==> src/rtl/sle_pkg.sv <==
// ----------------------------------------------------------------------------
// sle_pkg: shared types and codes for the sequential list engine
// Operation and status codes, field widths and the command and status
// groups between the controller and the datapath.
// ----------------------------------------------------------------------------
package sle_pkg;

  localparam int DEPTH_DEF = 64;

  localparam int OP_W  = 3;
  localparam int VAL_W = 32;
  localparam int POS_W = 7;
  localparam int ST_W  = 3;

  localparam logic [OP_W-1:0] OP_PUSH_BACK  = 3'd0;
  localparam logic [OP_W-1:0] OP_POP_BACK   = 3'd1;
  localparam logic [OP_W-1:0] OP_PUSH_FRONT = 3'd2;
  localparam logic [OP_W-1:0] OP_POP_FRONT  = 3'd3;
  localparam logic [OP_W-1:0] OP_FIND       = 3'd4;
  localparam logic [OP_W-1:0] OP_INSERT     = 3'd5;
  localparam logic [OP_W-1:0] OP_ERASE      = 3'd6;

  localparam logic [ST_W-1:0] ST_OK       = 3'd0;
  localparam logic [ST_W-1:0] ST_FULL     = 3'd1;
  localparam logic [ST_W-1:0] ST_EMPTY    = 3'd2;
  localparam logic [ST_W-1:0] ST_BADPOS   = 3'd3;
  localparam logic [ST_W-1:0] ST_NOTFOUND = 3'd4;

  // controller to datapath
  typedef struct packed {
    logic load;       // capture the request
    logic walk_init;  // set up the entry walk
    logic walk;       // walk in progress
    logic finish;     // apply the request and register the result
  } sle_cmd_t;

  // datapath to controller
  typedef struct packed {
    logic walk_req;   // request needs a walk over the entries
    logic walk_more;  // reads still to issue
    logic pend;       // a read is still being shifted or compared
  } sle_sts_t;

endpackage

==> src/rtl/sle_ctrl.sv <==
// ----------------------------------------------------------------------------
// sle_ctrl: request sequencer
// Accepts one request, steps it through check, walk (when needed) and
// finish, and holds the result valid until the receiving side takes it.
// ----------------------------------------------------------------------------
module sle_ctrl (
  input  logic               clk,
  input  logic               rst_n,
  input  logic               in_valid,
  output logic               in_stall,
  output logic               out_valid,
  input  logic               out_stall,
  input  sle_pkg::sle_sts_t  sts,
  output sle_pkg::sle_cmd_t  cmd
);

  localparam logic [1:0] S_IDLE   = 2'd0;
  localparam logic [1:0] S_CHECK  = 2'd1;
  localparam logic [1:0] S_WALK   = 2'd2;
  localparam logic [1:0] S_FINISH = 2'd3;

  logic [1:0] state_r;
  logic [1:0] state_nxt;
  logic       out_valid_r;
  logic       out_valid_nxt;
  logic       out_free;

  // the result register may be overwritten once its transaction is done
  assign out_free = !out_valid_r || !out_stall;

  assign in_stall  = (state_r != S_IDLE);
  assign out_valid = out_valid_r;

  assign cmd.load      = (state_r == S_IDLE) && in_valid;
  assign cmd.walk_init = (state_r == S_CHECK) && sts.walk_req;
  assign cmd.walk      = (state_r == S_WALK);
  assign cmd.finish    = (state_r == S_FINISH) && out_free;

  always_comb begin
    state_nxt = state_r;
    unique case (state_r)
      S_IDLE: begin
        if (in_valid) state_nxt = S_CHECK;
      end
      S_CHECK: begin
        state_nxt = sts.walk_req ? S_WALK : S_FINISH;
      end
      S_WALK: begin
        if (!sts.walk_more && !sts.pend) state_nxt = S_FINISH;
      end
      S_FINISH: begin
        if (out_free) state_nxt = S_IDLE;
      end
      default: begin
        state_nxt = S_IDLE;
      end
    endcase
  end

  always_comb begin
    out_valid_nxt = out_valid_r;
    if (cmd.finish) begin
      out_valid_nxt = 1'b1;
    end else if (!out_stall) begin
      out_valid_nxt = 1'b0;
    end
  end

  always_ff @(posedge clk) begin
    if (!rst_n) begin
      state_r     <= S_IDLE;
      out_valid_r <= 1'b0;
    end else begin
      state_r     <= state_nxt;
      out_valid_r <= out_valid_nxt;
    end
  end

endmodule

==> src/rtl/sle_dpath.sv <==
// ----------------------------------------------------------------------------
// sle_dpath: list storage and walk datapath
// Entry memory with one write and one registered read port, the entry
// count, the walk pointer and the result registers.
// ----------------------------------------------------------------------------
module sle_dpath #(
  parameter int DEPTH = sle_pkg::DEPTH_DEF
) (
  input  logic                               clk,
  input  logic                               rst_n,
  input  sle_pkg::sle_cmd_t                  cmd,
  output sle_pkg::sle_sts_t                  sts,
  input  logic        [sle_pkg::OP_W-1:0]    in_op,
  input  logic signed [sle_pkg::VAL_W-1:0]   in_value,
  input  logic        [sle_pkg::POS_W-1:0]   in_position,
  output logic        [sle_pkg::ST_W-1:0]    out_status,
  output logic        [sle_pkg::POS_W-1:0]   out_found_position,
  output logic        [sle_pkg::POS_W-1:0]   out_count
);

  localparam int AW = (DEPTH > 1) ? $clog2(DEPTH) : 1;
  localparam int CW = $clog2(DEPTH + 1);
  localparam int XW = ((CW > sle_pkg::POS_W) ? CW : sle_pkg::POS_W) + 1;

  logic [sle_pkg::VAL_W-1:0] mem [DEPTH];

  logic        [sle_pkg::OP_W-1:0]  op_r;
  logic signed [sle_pkg::VAL_W-1:0] value_r;
  logic        [sle_pkg::POS_W-1:0] pos_r;
  logic [CW-1:0]                    cnt_r;
  logic [CW-1:0]                    cnt_nxt;
  logic [CW-1:0]                    left_r;
  logic [AW-1:0]                    ptr_r;
  logic                             pend_r;
  logic [AW-1:0]                    pend_idx_r;
  logic [sle_pkg::VAL_W-1:0]        rd_data_r;
  logic                             hit_r;
  logic [sle_pkg::POS_W-1:0]        found_r;
  logic [sle_pkg::POS_W-1:0]        found_nxt;
  logic [sle_pkg::ST_W-1:0]         status_r;
  logic [sle_pkg::POS_W-1:0]        found_out_r;
  logic [sle_pkg::POS_W-1:0]        count_out_r;

  logic [XW-1:0]             cnt_x;
  logic [XW-1:0]             pos_x;
  logic [CW-1:0]             pos_m1;
  logic [CW-1:0]             at_c;
  logic                      is_full;
  logic                      is_empty;
  logic                      ins_bad;
  logic                      ers_bad;
  logic                      is_open;
  logic                      is_close;
  logic                      is_find;
  logic                      is_grow;
  logic                      is_shrink;
  logic [sle_pkg::ST_W-1:0]  chk_status;
  logic [sle_pkg::ST_W-1:0]  fin_status;
  logic [CW-1:0]             left_init;
  logic [AW-1:0]             ptr_init;
  logic [AW-1:0]             ptr_step;
  logic [AW-1:0]             wr_tgt;
  logic                      walk_more;
  logic                      rd_en;
  logic                      match;
  logic                      val_we;
  logic [AW-1:0]             val_wa;
  logic                      sh_we;
  logic                      mem_we;
  logic [AW-1:0]             mem_wa;
  logic [sle_pkg::VAL_W-1:0] mem_wd;

  assign cnt_x    = XW'(cnt_r);
  assign pos_x    = XW'(pos_r);
  assign pos_m1   = CW'(pos_x - XW'(1));
  assign is_full  = (cnt_r == CW'(DEPTH));
  assign is_empty = (cnt_r == '0);
  assign ins_bad  = (pos_r == '0) || (pos_x > cnt_x + XW'(1));
  assign ers_bad  = (pos_r == '0) || (pos_x > cnt_x);

  assign is_open   = (op_r == sle_pkg::OP_PUSH_FRONT) || (op_r == sle_pkg::OP_INSERT);
  assign is_close  = (op_r == sle_pkg::OP_POP_FRONT) || (op_r == sle_pkg::OP_ERASE);
  assign is_find   = (op_r == sle_pkg::OP_FIND);
  assign is_grow   = (op_r == sle_pkg::OP_PUSH_BACK) || is_open;
  assign is_shrink = (op_r == sle_pkg::OP_POP_BACK) || is_close;

  // gap position: position less one for insert and erase, front otherwise
  assign at_c = ((op_r == sle_pkg::OP_INSERT) || (op_r == sle_pkg::OP_ERASE)) ? pos_m1 : '0;

  always_comb begin
    chk_status = sle_pkg::ST_OK;
    unique case (op_r) inside
      sle_pkg::OP_PUSH_BACK, sle_pkg::OP_PUSH_FRONT: begin
        if (is_full) chk_status = sle_pkg::ST_FULL;
      end
      sle_pkg::OP_POP_BACK, sle_pkg::OP_POP_FRONT: begin
        if (is_empty) chk_status = sle_pkg::ST_EMPTY;
      end
      sle_pkg::OP_INSERT: begin
        if (is_full) chk_status = sle_pkg::ST_FULL;
        else if (ins_bad) chk_status = sle_pkg::ST_BADPOS;
      end
      sle_pkg::OP_ERASE: begin
        if (is_empty) chk_status = sle_pkg::ST_EMPTY;
        else if (ers_bad) chk_status = sle_pkg::ST_BADPOS;
      end
      default: begin
        chk_status = sle_pkg::ST_OK;
      end
    endcase
  end

  assign fin_status = is_find ? (hit_r ? sle_pkg::ST_OK : sle_pkg::ST_NOTFOUND) : chk_status;

  // open walks downwards from the last entry, close and find walk upwards
  always_comb begin
    if (is_open) begin
      left_init = cnt_r - at_c;
      ptr_init  = AW'(cnt_r - CW'(1));
    end else if (is_close) begin
      left_init = cnt_r - CW'(1) - at_c;
      ptr_init  = AW'(at_c + CW'(1));
    end else begin
      left_init = cnt_r;
      ptr_init  = '0;
    end
  end

  assign ptr_step = is_open ? (ptr_r - AW'(1)) : (ptr_r + AW'(1));
  assign wr_tgt   = is_open ? (ptr_r + AW'(1)) : (is_close ? (ptr_r - AW'(1)) : ptr_r);

  assign walk_more = (left_r != '0) && !hit_r;
  assign rd_en     = cmd.walk && walk_more;
  assign match     = pend_r && is_find && !hit_r && (rd_data_r == value_r);
  assign found_nxt = sle_pkg::POS_W'(CW'(pend_idx_r) + CW'(1));

  assign sts.walk_req  = (chk_status == sle_pkg::ST_OK) && (is_open || is_close || is_find);
  assign sts.walk_more = walk_more;
  assign sts.pend      = pend_r;

  // single write port: shift moves during the walk, the new value at finish
  assign val_we = cmd.finish && (chk_status == sle_pkg::ST_OK) && is_grow;
  assign val_wa = (op_r == sle_pkg::OP_PUSH_BACK) ? AW'(cnt_r) :
                  ((op_r == sle_pkg::OP_INSERT) ? AW'(pos_m1) : '0);
  assign sh_we  = pend_r && (is_open || is_close);
  assign mem_we = sh_we || val_we;
  assign mem_wa = sh_we ? pend_idx_r : val_wa;
  assign mem_wd = sh_we ? rd_data_r : value_r;

  always_comb begin
    cnt_nxt = cnt_r;
    if (chk_status == sle_pkg::ST_OK) begin
      if (is_grow) cnt_nxt = cnt_r + CW'(1);
      else if (is_shrink) cnt_nxt = cnt_r - CW'(1);
    end
  end

  always_ff @(posedge clk) begin
    if (mem_we) mem[mem_wa] <= mem_wd;
    if (rd_en) rd_data_r <= mem[ptr_r];
  end

  always_ff @(posedge clk) begin
    if (!rst_n) begin
      cnt_r  <= '0;
      left_r <= '0;
      pend_r <= 1'b0;
      hit_r  <= 1'b0;
    end else begin
      pend_r <= rd_en;
      if (cmd.load) begin
        hit_r <= 1'b0;
      end else if (match) begin
        hit_r <= 1'b1;
      end
      if (cmd.walk_init) begin
        left_r <= left_init;
      end else if (rd_en) begin
        left_r <= left_r - CW'(1);
      end
      if (cmd.finish) cnt_r <= cnt_nxt;
    end
  end

  always_ff @(posedge clk) begin
    if (cmd.load) begin
      op_r    <= in_op;
      value_r <= in_value;
      pos_r   <= in_position;
      found_r <= '0;
    end else if (match) begin
      found_r <= found_nxt;
    end
    if (cmd.walk_init) begin
      ptr_r <= ptr_init;
    end else if (rd_en) begin
      ptr_r <= ptr_step;
    end
    if (rd_en) pend_idx_r <= wr_tgt;
    if (cmd.finish) begin
      status_r    <= fin_status;
      found_out_r <= found_r;
      count_out_r <= sle_pkg::POS_W'(cnt_nxt);
    end
  end

  assign out_status         = status_r;
  assign out_found_position = found_out_r;
  assign out_count          = count_out_r;

endmodule

==> src/rtl/sequential_list_engine.sv <==
// ----------------------------------------------------------------------------
// sequential_list_engine: ordered list with push, pop, find, insert, erase
// Top level joining the request sequencer and the list datapath.
// ----------------------------------------------------------------------------
// Push back, pop back, the unused code and rejected requests go from check
// straight to finish; shifting ops and find walk over n entries first, n being
// the entries moved or compared, at most DEPTH, one a cycle through the read port.
// Throughput: one request in flight; the next is taken the cycle after the result
// registers, later while a stalled result holds the finish. Reset: count cleared.
module sequential_list_engine #(
  parameter int DEPTH = sle_pkg::DEPTH_DEF
) (
  input  logic                               clk,
  input  logic                               rst_n,
  input  logic                               in_valid,
  output logic                               in_stall,
  input  logic        [sle_pkg::OP_W-1:0]    in_op,
  input  logic signed [sle_pkg::VAL_W-1:0]   in_value,
  input  logic        [sle_pkg::POS_W-1:0]   in_position,
  output logic                               out_valid,
  input  logic                               out_stall,
  output logic        [sle_pkg::ST_W-1:0]    out_status,
  output logic        [sle_pkg::POS_W-1:0]   out_found_position,
  output logic        [sle_pkg::POS_W-1:0]   out_count
);

  sle_pkg::sle_cmd_t cmd;
  sle_pkg::sle_sts_t sts;

  sle_ctrl u_ctrl (
    .clk       (clk),
    .rst_n     (rst_n),
    .in_valid  (in_valid),
    .in_stall  (in_stall),
    .out_valid (out_valid),
    .out_stall (out_stall),
    .sts       (sts),
    .cmd       (cmd)
  );

  sle_dpath #(
    .DEPTH (DEPTH)
  ) u_dpath (
    .clk                (clk),
    .rst_n              (rst_n),
    .cmd                (cmd),
    .sts                (sts),
    .in_op              (in_op),
    .in_value           (in_value),
    .in_position        (in_position),
    .out_status         (out_status),
    .out_found_position (out_found_position),
    .out_count          (out_count)
  );

  // a shift or compare only ever completes inside the walk
  ast_pend_in_walk: assert property (@(posedge clk) disable iff (!rst_n)
    sts.pend |-> cmd.walk)
    else $error("read pending outside the walk");

  // the finishing write never competes with a shift write
  ast_finish_no_pend: assert property (@(posedge clk) disable iff (!rst_n)
    cmd.finish |-> !sts.pend)
    else $error("finish while a shift write is pending");

  // a result only appears after a finish step
  ast_result_from_finish: assert property (@(posedge clk) disable iff (!rst_n)
    $rose(out_valid) |-> $past(cmd.finish))
    else $error("result raised without a finish");

  // no finish step can come in the cycle after a request is taken
  ast_no_instant_result: assert property (@(posedge clk) disable iff (!rst_n)
    (in_valid && !in_stall) |=> !cmd.finish)
    else $error("finish directly after a request transaction");

endmodule

==> config.mk <==
export PLATFORM = sky130hd
export DESIGN_NAME = sequential_list_engine
export DESIGN_NICKNAME = d
export VERILOG_FILES = /design/src/rtl/sle_pkg.sv /design/src/rtl/sle_ctrl.sv /design/src/rtl/sle_dpath.sv /design/src/rtl/sequential_list_engine.sv
export SDC_FILE = /design/constraint.sdc
export NUM_CORES = 2
export LEC_CHECK = 0
export BUFFER_PORTS_ARGS = -buffer_cell sky130_fd_sc_hd__buf_2
export CORE_MARGIN = 5
export CORE_UTILIZATION = 50
export DETAILED_ROUTE_END_ITERATION = 12
export PLACE_DENSITY = 0.65
export SLEW_MARGIN = 10
export SYNTH_ARGS = -nofsm -noshare
export SYNTH_HDL_FRONTEND = slang
export SYNTH_SLANG_ARGS = --single-unit
export TNS_END_PERCENT = 20
==> constraint.sdc <==
create_clock -name clk -period 13.7 [get_ports clk]
set_input_delay 2.055 -clock clk [delete_from_list [all_inputs] [get_ports clk]]
set_output_delay 2.055 -clock clk [all_outputs]
set_load 0.005 [all_outputs]
# == Yosys cells after proc, flatten, opt, wreduce, memory -nomap -nowiden ==
# Memories as Yosys holds them, arrays and structs flattened. A register that Yosys moved wholly into a read port is not among the register bits.
# Cells that the tools add are included.
# word_totals
ff_bits,97
mem_bits_rw,2048
input_bits,46
output_inout_bits,19
wordCells,123
mem_count,1
# mem_list
name,depth,width,rd,rd_ports_with_merged_regs,wr,line_no,rtl
u_dpath.mem,64,32,1,1,1,sle_dpath.sv:25,logic [sle_pkg::VAL_W-1:0] mem [DEPTH];
# op_classes
addsub,11
order_cmp,2
eq_ne,15
muxes,37
n_bitwise,1
reduce_logical,41
# op_table
cell,n
2-to-1 mux 6 bit,10
2-to-1 mux 7 bit,8
equality test 32 bit,1
2-to-1 mux 32 bit,1
"subtractor 7 x 1 -> 7 bit, second input constant",3
zero test 7 bit,2
subtractor 7 bit,2
logical AND 1 bit,13
"adder 6 x 1 -> 6 bit, second input constant",2
2-to-1 mux 2 bit,6
2-to-1 mux 3 bit,4
case mux 3 bit (4 select lines),1
logical OR 1 bit,11
"equality test 3 bit, second input constant",3
"adder 7 x 1 -> 8 bit, second input constant",1
> comparator 7 x 8 -> 1 bit,1
case mux 2 bit (4 select lines),1
"adder 6 x 1 -> 7 bit, second input constant",1
"adder 7 x 1 -> 7 bit, second input constant",1
"equality test 7 bit, second input constant",1
> comparator 7 bit,1
nonzero test 7 bit,1
"equality test 3 x 2 -> 1 bit, second input constant",2
zero test 3 bit,2
13 further kinds,28

# == Logic depth before layout (Yosys ltp) ==
# depth
ltp_word,12
mapped_depth,16
depth_no_buf,13

# == Modules after synthesis ==
# From an unflattened synthesis, not the netlist that was laid out.
# unflattened
hier_cells,3767
area_unflattened_um2,85848.6
# modules_own_cells
mod,n_inst,cells_per_inst,area_each_um2,seq_area_each_um2
sle_dpath,1,3739,85594.6,65052.4
sle_ctrl,1,28,254.0,60.1

# == Worst setup path after synthesis ==
# No wires, ideal clock.
# synth_path
kind,in2reg
from,in out_stall
to,mem u_dpath.mem[40][0] (netlist bit) (enable)
setup_time_ns,0.513
arrival_ns,7.692
t_required_ns,13.187
slack_ns,5.495
stages,5
path_buffers,1
path_cell_list,a21boi_0 > o21ai_0 > o31a_1 > buf_6 > nor4b_1
# synth_via
elab_chain_cells,8
# synth_lines
item,line_no,rtl
from (decl),sequential_list_engine.sv:21,"input logic out_stall,"
zero test 1 bit,sle_ctrl.sv:29,assign out_free = !out_valid_r || !out_stall;
logical OR 1 bit,sle_ctrl.sv:29,
logical AND 1 bit,sle_ctrl.sv:37,assign cmd.finish = (state_r == S_FINISH) && out_free;
logical AND 1 bit (2 in a row),sle_dpath.sv:142,assign val_we = cmd.finish && (chk_status == sle_pkg::ST_OK) && is_grow;
logical OR 1 bit,sle_dpath.sv:146,assign mem_we = sh_we || val_we;
2-to-1 mux 1 bit,sle_dpath.sv:159,if (mem_we) mem[mem_wa] <= mem_wd;
2-to-1 mux 1 bit (not written as such),sle_dpath.sv:159,
to (decl),sle_dpath.sv:25,
# Every way passes these cells.

# == Worst setup path in the final report ==
# layout_path
from,reg u_dpath.cnt_r[0]
to,mem u_dpath.mem[63][19] (netlist bit) (enable)
# layout_via
elab_chain_cells,12
elab_cells_between_ends,22
cone_classes,1 x add/sub; 2 x order compare; 1 x eq/ne; 11 x mux; 7 x reduce/logical
# layout_lines
item,line_no,rtl
from (decl),sle_dpath.sv:30,logic [CW-1:0] cnt_r;
from (signal assigned),sle_dpath.sv:181,if (cmd.finish) cnt_r <= cnt_nxt;
adder 7 x 1 -> 8 bit,sle_dpath.sv:78,assign ins_bad = (pos_r == '0) || (pos_x > cnt_x + XW'(1));
> comparator 7 x 8 -> 1 bit,sle_dpath.sv:78,
logical OR 1 bit,sle_dpath.sv:78,
2-to-1 mux 2 bit,sle_dpath.sv:101,else if (ins_bad) chk_status = sle_pkg::ST_BADPOS;
2-to-1 mux 3 bit,sle_dpath.sv:100,if (is_full) chk_status = sle_pkg::ST_FULL;
case mux 3 bit (4 select lines),sle_dpath.sv:92,unique case (op_r) inside
zero test 3 bit,sle_dpath.sv:142,
logical AND 1 bit (2 in a row),sle_dpath.sv:142,
logical OR 1 bit,sle_dpath.sv:146,
2-to-1 mux 1 bit,sle_dpath.sv:159,
2-to-1 mux 1 bit (not written as such),sle_dpath.sv:159,
# Several ways; a longest one is shown, not always the timed one.

==> flow_summary.yaml <==
synthesis:
  ys_seq_elements: 2177
  synth_ff_type: "edfxtp_1"
  yosysWarnings: 0
  yosysMostFrequentCell: "edfxtp_1"
  synthArstFlopShare_pct: 0
  synthTopCellsByArea: "edfxtp_1 76%, mux4_2 18%, dfxtp_1 0.61%"
  synth_top_area_share_pct: 75.5
  syn_area_sq_um: 85500
  ys_seq_area_share_pct: 76.1
  syn-num-nets: 3719
  synth_cells: 3630
  synth_edf_count: 2151
  synth_top_area_cell: "edfxtp_1"
  synth_cell_types: 82
  synthTopCellsByCount: "2151 x edfxtp_1, 672 x mux4_2, 94 x clkbuf_1"
  syn_avg_cell_area_sq_um: 23.6
clock_tree:
  clockBufferDepth: 3
  clock_latency_ns: 0.83
  cts.sinks: 2177
  postCtsResizedCells: 0
  postCtsHoldBufs: 0
  cts_setup_buffers: 0
  h-tree-depth: 4
  cts-root-buf: "clkbuf_16"
  cts_tree: "done"
  numCtsBuffers: 209
  clkTransAtPathRegs_ns: 0.07
floorplan:
  die_w_microns: 424
  rows: 151
  die_y_microns: 424
  dieArea_sq_um: 179000
  core-area_sq_um: 170000
  start_util_pct: 50.4
  top_level_ports: 65
drt:
  initialDrtViolationCount: 4649
  wl_per_cell_microns: 31.6
  vias_per_cell: 6.29
  remaining_drc_errors: 0
  dr_total_vias: 39269
  drt-total-wl_microns: 197000
  ant_nets: 0
  first_pass_iters: 7
pwr:
  seqPwrFrac_pct: 44.2
  internal_power_mw: 12.9
  ir_worst_vdd_mv: 0.159
  p_leak_nw: 29.8
  cellPowerDensity_nw_per_um2: 189
  p_sw_mw: 5.23
  p_comb_share_pct: 25.4
  power_frac_clock_pct: 30.4
  switching_share_pct: 28.8
setup_path:
  cp_common_cell: "buf_4"
  slowest_stage: "nor4b_4"
  crit_family: "simple AND/OR/NAND/NOR gates"
  critPathMaxFanout: 40
  path_class: "reg -> reg"
  crit_arrival_ns: 5.95
  path_cells: "ha_1 > nand3_1 > xnor2_1 > ha_1 > nand3_1 > nor3_1 > nor2_1 > a21oi_1 > o21ba_2 > inv_2 > o31a_2 > buf_4 > buf_4 > nor4b_4 > buf_4"
  crit_required_ns: 14.18
  startpoint_type: "register"
  slowest_delay_ns: 0.80
  crit_buf_inv: 4
  worst_setup_path_end_kind: "register"
run:
  cap_violations: 0
final_layout:
  finalNonFillerCells: 6243
  nets: 3943
  area_growth_pct: 12.1
  fill_cells: 12292
  drive_gt1_share_pct: 32.2
timing:
  slew_violations: 0
  period_share_pct: 39.9
  tightestPinTransition_ns: 1.27
  rsz0062_at_grt: "false"
  max_slew_margin_pct: 15.1
  setup_tns_ns: 0
  fin_skew_ns: 0.0480
  fmax_mhz: 183
  post-route-min-period_ns: 5.47
  finalSetupViolations: 0
  hold_violations: 0
global_routing:
  grt.total_usage_pct: 22.1
  grt_max_degree: 154
  grt_pass1_wl_microns: 287000
  first_global_vias: 39633
  antenna_found_initial: 15
  grt_overflow: 0
hold_path:
  hp-class: "reg -> reg"
place:
  io_buffers: 64
  dp_hpwl_microns: 115000
  dp.cells: 5860
  gp_congestion: 0.894
outcome:
  status: "finished clean"
==> state kept, by name (all words and copies together), names as in the netlist, 2 cells and up <==
name                        cells
u_dpath.mem                  2048
u_dpath.rd_data_r              32
u_dpath.value_r                32
u_dpath.cnt_r                   7
u_dpath.found_r                 7
u_dpath.left_r                  7
u_dpath.out_count               7
u_dpath.out_found_position      7
u_dpath.pos_r                   7
u_dpath.pend_idx_r              6
u_dpath.ptr_r                   6
u_dpath.op_r                    3
u_dpath.out_status              3
u_ctrl.state_r                  2
==> cell families (layout without fill, tap and decap cells) <==
| family | Yosys count | after routing | share of synthesized area [%] |
|---|---|---|---|
| buf+inv | 227 | 621 | 1.20 |
| compound gates | 135 | 135 | 1.10 |
| fa+ha+maj | 43 | 43 | 0.647 |
| mux | 727 | 727 | 18.4 |
| other cells | 0 | 1 | 0 |
| xor+xnor | 81 | 81 | 0.830 |
| flops | 2177 | 2177 | 76.1 |
| simple gates | 240 | 240 | 1.69 |
==> cell usage in the layout, fill, tap and decap left out, types with 6 or more instances in the layout <==
| cell | instances |
|---|---|
| edfxtp_1 | 2151 |
| mux4_2 | 672 |
| clkbuf_16 | 209 |
| buf_4 | 136 |
| buf_2 | 64 |
| clkbuf_1 | 53 |
| nand2_1 | 45 |
| clkinv_2 | 42 |
| xor2_1 | 41 |
| clkinv_1 | 41 |
| ha_1 | 41 |
| xnor2_1 | 40 |
| nor2_1 | 37 |
| mux2_2 | 36 |
| a21oi_1 | 34 |
| nor4_2 | 32 |
| inv_1 | 31 |
| nand3_1 | 26 |
| dfxtp_1 | 26 |
| o21ai_0 | 21 |
| mux2i_1 | 15 |
| nor4b_4 | 15 |
| bufinv_16 | 14 |
| o22ai_1 | 12 |
| nor3_1 | 10 |
| nor4_1 | 8 |
| nor3_2 | 8 |
| or3_1 | 6 |
| o2bb2ai_1 | 6 |
| clkinvlp_4 | 6 |
| buf_12 | 6 |
==> worst register-to-register path, cell delays in order (launching register included) <==
cell and delay [ns]:
dfxtp_1 0.63, ha_1 0.30, nand3_1 0.10, xnor2_1 0.20
ha_1 0.34, nand3_1 0.13, nor3_1 0.28, nor2_1 0.09
a21oi_1 0.17, o21ba_2 0.32, inv_2 0.13, o31a_2 0.38
buf_4 0.30, buf_4 0.43, nor4b_4 0.85, buf_4 0.47
==> power by group through the flow <==
stage / registers, mW / clock network (mW) / logic (mW)
2_1_floorplan: 8.09 / 0 / 3.08
3_3_place_gp: 8.16 / 0 / 4.59
3_5_place_dp: 8.16 / 0 / 4.63
4_1_cts: 8.02 / 5.63 / 4.64
5_1_grt: 8.03 / 5.93 / 4.88
6_report: 8.02 / 5.52 / 4.60
==> area by class of cell <==
| class | count | area [sq um] | area share, % |
|---|---|---|---|
| clock inverters | 118 | 1090 | 1.14 |
| well taps | 2218 | 2780 | 2.89 |
| clock buffers | 263 | 5440 | 5.68 |
| inverters | 34 | 128 | 0.133 |
| flip-flops and latches | 2177 | 65100 | 67.9 |
| diodes | 1 | 2.50 | 0.00261 |
| repair buffers | 206 | 1460 | 1.52 |
| multi-input cells | 1226 | 19900 | 20.7 |
==> final timing paths <==
| check | from | end | slack [ns] | cells past startpoint |
|---|---|---|---|---|
| worst max register to register | u_dpath.cnt_r[0] | u_dpath.mem[63][19] | 8.23 | 15 |
| worst max-delay path | u_dpath.cnt_r[0] | u_dpath.mem[63][19] | 8.23 | 15 |
| worst min-delay path | u_dpath.found_r[3] | u_dpath.out_found_position[3] | 0.44 | 0 |
| worst min register to register | u_dpath.found_r[3] | u_dpath.out_found_position[3] | 0.44 | 0 |
==> per-layer routing <==
layer  share of wire, %  vias to the layer above  routed length [microns]  track usage (%)
li1                   -                    16099                        -                -
met1                 43                    21294                    84400             33.6
met2                 47                     1612                    93500             34.1
met3                7.9                      264                    15500             4.10
met4                2.0                        0                     4020             5.01
met5                  0                        -                        0                0
==> metrics by stage <==
step	hold slack [ns]	instance area, sq um	total power [mW]	setup WS [ns]	utilization (%)
floorplan	0.408	85500	11.2	5.50	-
global placement	0.423	89300	12.7	8.32	52.6
detailed placement	0.422	89300	12.8	8.22	52.6
CTS	0.437	95800	18.3	8.25	56.5
global route	0.452	95900	18.8	7.89	56.5
finish	0.437	95900	18.1	8.23	56.5
(Power assumes the default switching activity.)
